File: config.mk
export PLATFORM = sky130hd
export DESIGN_NAME = tga_rle_image_decoder_core
export DESIGN_NICKNAME = d
export VERILOG_FILES = /design/src/hdl/tga_pkg.sv /design/src/hdl/tga_fifo.sv /design/src/hdl/tga_dec.sv /design/src/hdl/tga_rle_image_decoder_core.sv
export SDC_FILE = /design/constraint.sdc
export NUM_CORES = 1
export LEC_CHECK = 0
export BUFFER_PORTS_ARGS = -buffer_cell sky130_fd_sc_hd__buf_4
export CAP_MARGIN = 0
export CELL_PAD_IN_SITES_DETAIL_PLACEMENT = 1
export CELL_PAD_IN_SITES_GLOBAL_PLACEMENT = 1
export CORE_UTILIZATION = 51
export CTS_CLUSTER_SIZE = 8
export DETAILED_ROUTE_END_ITERATION = 10
export GPL_TIMING_DRIVEN = 0
export PLACE_DENSITY = 0.94
export SLEW_MARGIN = 20
export SYNTH_ARGS = -nofsm -noshare
export SYNTH_HDL_FRONTEND = slang
export SYNTH_HIERARCHICAL = 1
export SYNTH_SLANG_ARGS = --single-unit
File: constraint.sdc
create_clock -name i_clk -period 17.4 [get_ports i_clk]
set_input_delay 3.48 -clock i_clk [delete_from_list [all_inputs] [get_ports i_clk]]
set_output_delay 3.48 -clock i_clk [all_outputs]
set_load 0.01 [all_outputs]
File: src/hdl/tga_pkg.sv
`timescale 1ns / 1ps
package tga_pkg;

    typedef struct packed {
        logic       first;
        logic [7:0] data_byte;
    } t_in_word;

    typedef struct packed {
        logic [1:0]  kind;
        logic [2:0]  error_code;
        logic [15:0] image_width;
        logic [15:0] image_height;
        logic [14:0] dest_row;
        logic [14:0] start_col;
        logic [7:0]  run_length;
        logic [7:0]  red;
        logic [7:0]  green;
        logic [7:0]  blue;
        logic [7:0]  alpha;
        logic        last;
    } t_out_word;

    typedef enum logic [2:0] {
        PH_HEADER = 3'd0,
        PH_IDSKIP = 3'd1,
        PH_PACKET = 3'd2,
        PH_PIXEL  = 3'd3,
        PH_IDLE   = 3'd4
    } t_phase;

    localparam logic [1:0] KIND_RUN    = 2'd0;
    localparam logic [1:0] KIND_HDR_OK = 2'd1;
    localparam logic [1:0] KIND_HDR_ER = 2'd2;

    localparam logic [2:0] ERR_NONE  = 3'd0;
    localparam logic [2:0] ERR_CMAP  = 3'd1;
    localparam logic [2:0] ERR_TYPE  = 3'd2;
    localparam logic [2:0] ERR_DIM   = 3'd3;
    localparam logic [2:0] ERR_DEPTH = 3'd4;
    localparam logic [2:0] ERR_ORIG  = 3'd5;

    localparam int QDEPTH = 2;

    function automatic logic pow2_ok(input logic [15:0] v);
        return (v != 16'd0) && ((v & (v - 16'd1)) == 16'd0);
    endfunction

endpackage

File: src/hdl/tga_fifo.sv
`timescale 1ns / 1ps
module tga_fifo
    import tga_pkg::*;
(
    input  logic      i_clk,
    input  logic      i_rst_n,
    input  logic      i_valid,
    output logic      o_ready,
    input  t_in_word  i_data,
    output logic      o_valid,
    input  logic      i_ready,
    output t_in_word  o_data
);
    t_in_word r_mem [QDEPTH];
    logic     r_wp, r_rp;
    logic [1:0] r_cnt;
    logic wr, rd;

    assign o_ready = (r_cnt != 2'(QDEPTH));
    assign o_valid = (r_cnt != 2'd0);
    assign o_data  = r_mem[r_rp];
    assign wr = i_valid && o_ready;
    assign rd = o_valid && i_ready;

    always_ff @(posedge i_clk) begin
        if (!i_rst_n) begin
            r_wp  <= 1'b0;
            r_rp  <= 1'b0;
            r_cnt <= 2'd0;
        end else begin
            if (wr) r_wp <= ~r_wp;
            if (rd) r_rp <= ~r_rp;
            r_cnt <= r_cnt + 2'(wr) - 2'(rd);
        end
    end

    always_ff @(posedge i_clk) begin
        if (wr) r_mem[r_wp] <= i_data;
    end

    cnt_range: assert property (@(posedge i_clk) disable iff (!i_rst_n)
        r_cnt <= 2'(QDEPTH)) else $error("fifo count overflow");
    cnt_up: assert property (@(posedge i_clk) disable iff (!i_rst_n)
        (wr && !rd && r_cnt < 2'(QDEPTH)) |=> r_cnt == $past(r_cnt) + 2'd1)
        else $error("fifo count not incremented");
    cnt_dn: assert property (@(posedge i_clk) disable iff (!i_rst_n)
        (rd && !wr) |=> r_cnt == $past(r_cnt) - 2'd1)
        else $error("fifo count not decremented");
endmodule

File: src/hdl/tga_dec.sv
`timescale 1ns / 1ps
module tga_dec
    import tga_pkg::*;
(
    input  logic      i_clk,
    input  logic      i_rst_n,
    input  logic      i_valid,
    output logic      o_ready,
    input  t_in_word  i_data,
    output logic      o_valid,
    input  logic      i_ready,
    output t_out_word o_data
);
    t_phase      r_phase, n_phase;
    logic [4:0]  r_hidx, n_hidx;
    logic [7:0]  r_idrem, n_idrem;
    logic        r_rle, n_rle, r_alpha, n_alpha, r_bu, n_bu;
    logic [15:0] r_w, n_w, r_h, n_h, r_col, n_col, r_rows, n_rows;
    logic [7:0]  r_pl, n_pl;
    logic        r_rep, n_rep;
    logic [1:0]  r_pbi, n_pbi;
    logic [23:0] r_ch, n_ch;
    logic [3:0]  r_wlog, n_wlog;
    // remaining pixels tracked as count down
    logic [31:0] r_left, n_left;

    logic      r_ov;
    t_out_word r_out, n_out;
    logic      emit, take;
    t_phase    ph;
    logic [4:0] hidx;
    logic [7:0] b;
    logic [31:0] rn, sum;
    logic [2:0]  need;

    assign o_ready = !r_ov || i_ready;
    assign take    = i_valid && o_ready;
    assign o_valid = r_ov;
    assign o_data  = r_out;
    assign b       = i_data.data_byte;

    always_comb begin
        n_phase = r_phase; n_hidx = r_hidx; n_idrem = r_idrem; n_rle = r_rle;
        n_alpha = r_alpha; n_bu = r_bu; n_w = r_w; n_h = r_h; n_col = r_col;
        n_rows = r_rows; n_pl = r_pl; n_rep = r_rep; n_pbi = r_pbi; n_ch = r_ch;
        n_wlog = r_wlog; n_left = r_left;
        n_out = '0; emit = 1'b0;
        ph = r_phase; hidx = r_hidx;
        rn = 32'd1; sum = 32'd0;
        need = r_alpha ? 3'd4 : 3'd3;
        if (i_data.first) begin
            ph = PH_HEADER; hidx = 5'd0; n_phase = PH_HEADER;
        end
        case (ph)
            PH_HEADER: begin
                if (hidx < 5'd31) n_hidx = hidx + 5'd1; else n_hidx = hidx;
                case (hidx)
                    5'd0: n_idrem = b;
                    5'd1: if (b != 8'd0) begin
                        emit = 1'b1; n_out.kind = KIND_HDR_ER;
                        n_out.error_code = ERR_CMAP; n_phase = PH_IDLE;
                    end
                    5'd2: if (b != 8'd2 && b != 8'd10) begin
                        emit = 1'b1; n_out.kind = KIND_HDR_ER;
                        n_out.error_code = ERR_TYPE; n_phase = PH_IDLE;
                    end else n_rle = (b == 8'd10);
                    5'd12: n_w = {8'd0, b};
                    5'd13: n_w = {b, r_w[7:0]};
                    5'd14: n_h = {8'd0, b};
                    5'd15: begin
                        n_h = {b, r_h[7:0]};
                        if (!pow2_ok(r_w) || !pow2_ok(n_h)) begin
                            emit = 1'b1; n_out.kind = KIND_HDR_ER;
                            n_out.error_code = ERR_DIM; n_phase = PH_IDLE;
                        end
                        n_wlog = 4'd0;
                        for (int k = 0; k < 16; k++)
                            if (r_w[k]) n_wlog = 4'(k);
                        // power-of-two sizes: total = 1 << (log w + log h)
                        n_left = 32'd0;
                        for (int k = 0; k < 16; k++)
                            if (n_h[k]) n_left = {16'd0, r_w} << k;
                    end
                    5'd16: if (b != 8'd32 && b != 8'd24) begin
                        emit = 1'b1; n_out.kind = KIND_HDR_ER;
                        n_out.error_code = ERR_DEPTH; n_phase = PH_IDLE;
                    end else n_alpha = (b == 8'd32);
                    5'd17: if (b[4]) begin
                        emit = 1'b1; n_out.kind = KIND_HDR_ER;
                        n_out.error_code = ERR_ORIG; n_phase = PH_IDLE;
                    end else begin
                        n_bu = !b[5];
                        emit = 1'b1; n_out.kind = KIND_HDR_OK;
                        n_out.image_width = r_w; n_out.image_height = r_h;
                        n_col = 16'd0; n_rows = 16'd0; n_pl = 8'd0;
                        n_rep = 1'b0; n_pbi = 2'd0;
                        if (r_idrem != 8'd0) n_phase = PH_IDSKIP;
                        else n_phase = r_rle ? PH_PACKET : PH_PIXEL;
                    end
                    default: ;
                endcase
            end
            PH_IDSKIP: begin
                n_idrem = r_idrem - 8'd1;
                if (n_idrem == 8'd0) begin
                    n_col = 16'd0; n_rows = 16'd0; n_pl = 8'd0;
                    n_rep = 1'b0; n_pbi = 2'd0;
                    n_phase = r_rle ? PH_PACKET : PH_PIXEL;
                end
            end
            PH_PACKET: begin
                n_rep = b[7];
                n_pl = b[7] ? ({1'b0, b[6:0]} + 8'd1) : (b + 8'd1);
                n_pbi = 2'd0;
                n_phase = PH_PIXEL;
            end
            PH_PIXEL: begin
                case (r_pbi)
                    2'd0: n_ch[7:0] = b;
                    2'd1: n_ch[15:8] = b;
                    2'd2: n_ch[23:16] = b;
                    default: ;
                endcase
                if (3'(r_pbi) + 3'd1 < need) begin
                    n_pbi = r_pbi + 2'd1;
                end else begin
                    n_pbi = 2'd0;
                    if (r_left == 32'd0) begin
                        n_phase = PH_IDLE;
                    end else begin
                        if (r_rle && r_rep && r_pl != 8'd0) rn = {24'd0, r_pl};
                        if (rn > r_left) rn = r_left;
                        emit = 1'b1;
                        n_out.kind = KIND_RUN;
                        n_out.dest_row = r_bu ? 15'(r_h - 16'd1 - r_rows)
                                              : r_rows[14:0];
                        n_out.start_col = r_col[14:0];
                        n_out.run_length = rn[7:0];
                        n_out.red = n_ch[23:16];
                        n_out.green = n_ch[15:8];
                        n_out.blue = n_ch[7:0];
                        n_out.alpha = r_alpha ? b : 8'hFF;
                        n_out.last = (rn == r_left);
                        n_left = r_left - rn;
                        sum = {16'd0, r_col} + rn;
                        n_rows = r_rows + 16'(sum >> r_wlog);
                        n_col = 16'(sum & ({16'd0, r_w} - 32'd1));
                        if (rn == r_left) n_phase = PH_IDLE;
                        else if (r_rle) begin
                            if (r_rep) begin
                                n_pl = 8'd0; n_phase = PH_PACKET;
                            end else begin
                                if (r_pl != 8'd0) n_pl = r_pl - 8'd1;
                                if (n_pl == 8'd0) n_phase = PH_PACKET;
                            end
                        end
                    end
                end
            end
            default: ;
        endcase
    end

    always_ff @(posedge i_clk) begin
        if (!i_rst_n) begin
            r_phase <= PH_HEADER; r_hidx <= 5'd0; r_idrem <= 8'd0;
            r_rle <= 1'b0; r_alpha <= 1'b0; r_bu <= 1'b1;
            r_w <= 16'd0; r_h <= 16'd0; r_col <= 16'd0; r_rows <= 16'd0;
            r_pl <= 8'd0; r_rep <= 1'b0; r_pbi <= 2'd0; r_ch <= 24'd0;
            r_wlog <= 4'd0; r_left <= 32'd0; r_ov <= 1'b0;
        end else begin
            if (take) begin
                r_phase <= n_phase; r_hidx <= n_hidx; r_idrem <= n_idrem;
                r_rle <= n_rle; r_alpha <= n_alpha; r_bu <= n_bu;
                r_w <= n_w; r_h <= n_h; r_col <= n_col; r_rows <= n_rows;
                r_pl <= n_pl; r_rep <= n_rep; r_pbi <= n_pbi; r_ch <= n_ch;
                r_wlog <= n_wlog; r_left <= n_left;
            end
            if (take && emit) r_ov <= 1'b1;
            else if (i_ready) r_ov <= 1'b0;
        end
    end

    always_ff @(posedge i_clk) begin
        if (take && emit) r_out <= n_out;
    end

    out_hold: assert property (@(posedge i_clk) disable iff (!i_rst_n)
        (r_ov && !i_ready) |=> r_ov && $stable(r_out))
        else $error("result dropped under stall");
    pbi_rng: assert property (@(posedge i_clk) disable iff (!i_rst_n)
        (r_phase == PH_PIXEL) |-> (r_pbi != 2'd3 || r_alpha))
        else $error("byte index past pixel size");
    idle_quiet: assert property (@(posedge i_clk) disable iff (!i_rst_n)
        (take && r_phase == PH_IDLE && !i_data.first) |=> !($rose(r_ov)))
        else $error("result from idle phase");
endmodule

File: src/hdl/tga_rle_image_decoder_core.sv
`timescale 1ns / 1ps
// Channel | Direction | Signals
// input   | in        | i_valid, o_ready, i_data (t_in_word)
// result  | out       | o_valid, i_ready, o_data (t_out_word)
// One byte per cycle sustained while the output does not stall; each byte is
// registered in a two-entry queue that parts the byte front from the decoder;
// results sit in an output register, so a stalled output stalls the decoder,
// then fills the queue. Synchronous active-low reset.
module tga_rle_image_decoder_core
    import tga_pkg::*;
(
    input  logic      i_clk,
    input  logic      i_rst_n,
    input  logic      i_valid,
    output logic      o_ready,
    input  t_in_word  i_data,
    output logic      o_valid,
    input  logic      i_ready,
    output t_out_word o_data
);
    logic     q_valid, q_ready;
    t_in_word q_data;

    tga_fifo u_fifo (
        .i_clk, .i_rst_n,
        .i_valid, .o_ready, .i_data,
        .o_valid(q_valid), .i_ready(q_ready), .o_data(q_data)
    );

    tga_dec u_dec (
        .i_clk, .i_rst_n,
        .i_valid(q_valid), .o_ready(q_ready), .i_data(q_data),
        .o_valid, .i_ready, .o_data
    );
endmodule
==> flow_summary.toml <==
[sta]
fin_crit_ps = 9800
tightest_slew_ps = 1290
fin_crit_sh_pct = 56.3
finClkSkew_ps = 23.8
rsz0062_at_grt = "false"
final-setup-viol-count = 0
slew_violations = 0
max_freq_mhz = 102
relSlewSlack_pct = 13.9
tns_ps = 0
finalHoldViolCount = 0

[global_routing]
grt_pass1_vias = 20400
grt_pass1_wl_mm = 132
antenna_found_initial = 2
track_usage_pct = 46.1
gr-total-overflow = 0
grt_max_degree = 85

[place]
dpl.hpwl_mm = 62.8
dpl.cell_count = 2880
gp_congestion = 1.01
portBuffers = 122

[layout]
antenna_cells = 0
final_core_util_pct = 59.3
layout_common_cells = "nor2_1, a21oi_1, clkbuf_1"
area_growth_pct = 14.4
finalNonFillerCells = 2954
drive_gt1_share_pct = 9.17
layout_commonest_cell = "nor2_1"
fin_nets = 2573

[synth]
synth_edf_count = 126
synth_top_family_by_area = "compound AO/OA/AOI/OAI gates"
synth-compound-area-share_pct = 21.7
synth_seq_cells = 285
synth_top_area_cell = "edfxtp_1"
synth.area.mux_share_pct = 6.04
synth_seq_area_share_pct = 36.6
yosys_warnings = 6
yosys-top-cells-area = "edfxtp_1, dfxtp_1, ha_1"
synthXorXnorAreaFrac_pct = 2.62
synth_largest_type_area_fraction_pct = 19.9
async_flop_share_pct = 0
synthAdderAreaFrac_pct = 6.99
synth-simple-area-share_pct = 20.3
synth_area_per_cell_um2 = 8.34
netlist_area_um2 = 19000
synth_cells = 2282
ys.flop_type = "dfxtp_1"
yosysUniqueCellTypes = 87

[setup_path]
crit_path_max_fanout = 8
crit_arrival_ps = 10200
crit_path_end_kind = "flip-flop"
crit_buf_inv = 3
crit_slowest_cell = "a2111oi_0"
startpoint = "u_dec/r_pl[0]"
cpPeakStageDelay_ps = 680
crit_path_start_kind = "flip-flop"
criticalPathCategory = "reg2reg"
cp.required_ps = 17800
worstRegToRegCells = 37
cp_top_family = "compound AO/OA/AOI/OAI gates"
cp_common_cell = "ha_1"
r2r_slack_ps = 7600
worstReg2RegStart = "u_dec/r_pl[0]"
cp.depth = 37

[clock_network]
clk_path_buf_depth = 3
post_cts_buffers = 0
path_clk_slew_ps = 50
cts_buffers = 41
tritoncts = "done"
cts_hold_buffers = 0
ctsHtreeMaxLevel = 2
cts_root_buf = "clkbuf_16"
clk_latency_ps = 570
cts_resized = 0
cts_sinks = 285

[power_and_ir_drop]
ir_worst_vdd_v = 0.0000804
power.total_w = 0.00221
p_leak_nw = 8.74
cellPowerDensity_nw_per_um2 = 102

[outcome]
status = "complete, no violations"

[min_path]
min_path_type = "reg2reg"
min-delay-start = "u_dec/r_left[14]"
hold_path_depth = 2

[routing]
wire_per_inst_um = 30.3
ant_nets = 0
route.detailed.drc = 0
drt_iter0_markers = 2842
vias_per_cell = 6.98
num_vias = 20600
postRouteWirelength_mm = 89.4
drtPass1Iterations = 6

[die]
core_area_um2 = 36700
die_y_um = 195
ios = 123
start_util_pct = 51.9
die_width_um = 195
rows = 70
die_area_um2 = 38100

[run]
drv_cap = 0
[cell usage after synthesis, types with 34 or more instances]
library cell,instances
dfxtp_1,159
o21ai_0,107
mux2i_1,80
clkbuf_1,149
ha_1,100
nor4_1,34
inv_1,93
a21oi_1,205
edfxtp_1,126
a22oi_1,37
nand2_1,156
nor2_1,311
a211oi_1,49
nand3_1,47
and2_1,46
nor3_1,75
[sequential cells by signal (all words and copies together), names as in the netlist, 2 cells and up, named ones only]
signal         count
u_dec/r_wlog       4
u_fifo/r_cnt       2
u_dec/r_h         16
u_dec/r_idrem      8
u_dec/r_hidx       5
u_dec/r_col       16
u_dec/o_data     108
u_fifo/r_mem      18
u_dec/r_pl         8
u_dec/r_rows      15
u_dec/r_phase      3
u_dec/r_pbi        2
u_dec/r_ch        24
u_dec/r_w         16
u_dec/r_left      32
[metrics by stage]
stage	worst slack (ps)	hold WS, ps	area [um^2]
3_5_place_dp	7910	490	20600
6_report	7600	526	21800
4_1_cts	7750	500	21800
2_1_floorplan	9580	449	19100
5_1_grt	6900	526	21800
3_3_place_gp	8230	464	20600
[per-layer routing]
metal	GRT usage, %	share of wire (%)	wire length (um)
met4	23.9	5.4	4860
met1	60.6	40	35500
met3	10.6	12	10300
met2	70.8	43	38800
met5	0	0.015	13
[worst reg2reg max path, delay by kind of cell, from the launching register on]
family          cells  cell delay [ps]
buf+inv             3              490
mux                 3             1400
compound gates     13             3380
simple gates       13             2650
xor+xnor            1              200
fa+ha+maj           4             1140
flops               1              370
[final timing paths]
check | to
worst max-delay path | u_dec/r_rows[9]
worst min-delay path | u_dec/r_left[14]
worst max register to register | u_dec/r_rows[9]
worst min register to register | u_dec/r_left[14]
[area by class of cell]
| type | instances | area [um^2] |
|---|---|---|
| clock inverters | 2 | 17.5 |
| flip-flops and latches | 285 | 6970 |
| plain buffers | 184 | 713 |
| repair buffers | 124 | 955 |
| well taps | 468 | 586 |
| inverters | 98 | 373 |
| clock buffers | 71 | 1140 |
| fillers | 4408 | 14900 |
| multi-input cells | 1722 | 11000 |
[cell families after synthesis]
logic type      after synthesis
simple gates                814
other cells                   1
compound gates              636
buf+inv                     282
xor+xnor                     57
flops                       285
mux                         103
fa+ha+maj                   104
[power breakdown]
group / internal (W) / switching, W / leakage (nW) / total, W
Clock: 0.000441 / 0.000315 / 0.550 / 0.000756
Sequential: 0.000736 / 0.0000303 / 2.60 / 0.000766
Combinational: 0.000180 / 0.000509 / 5.59 / 0.000689
No activity file was read; power rests on OpenSTA's default activity.
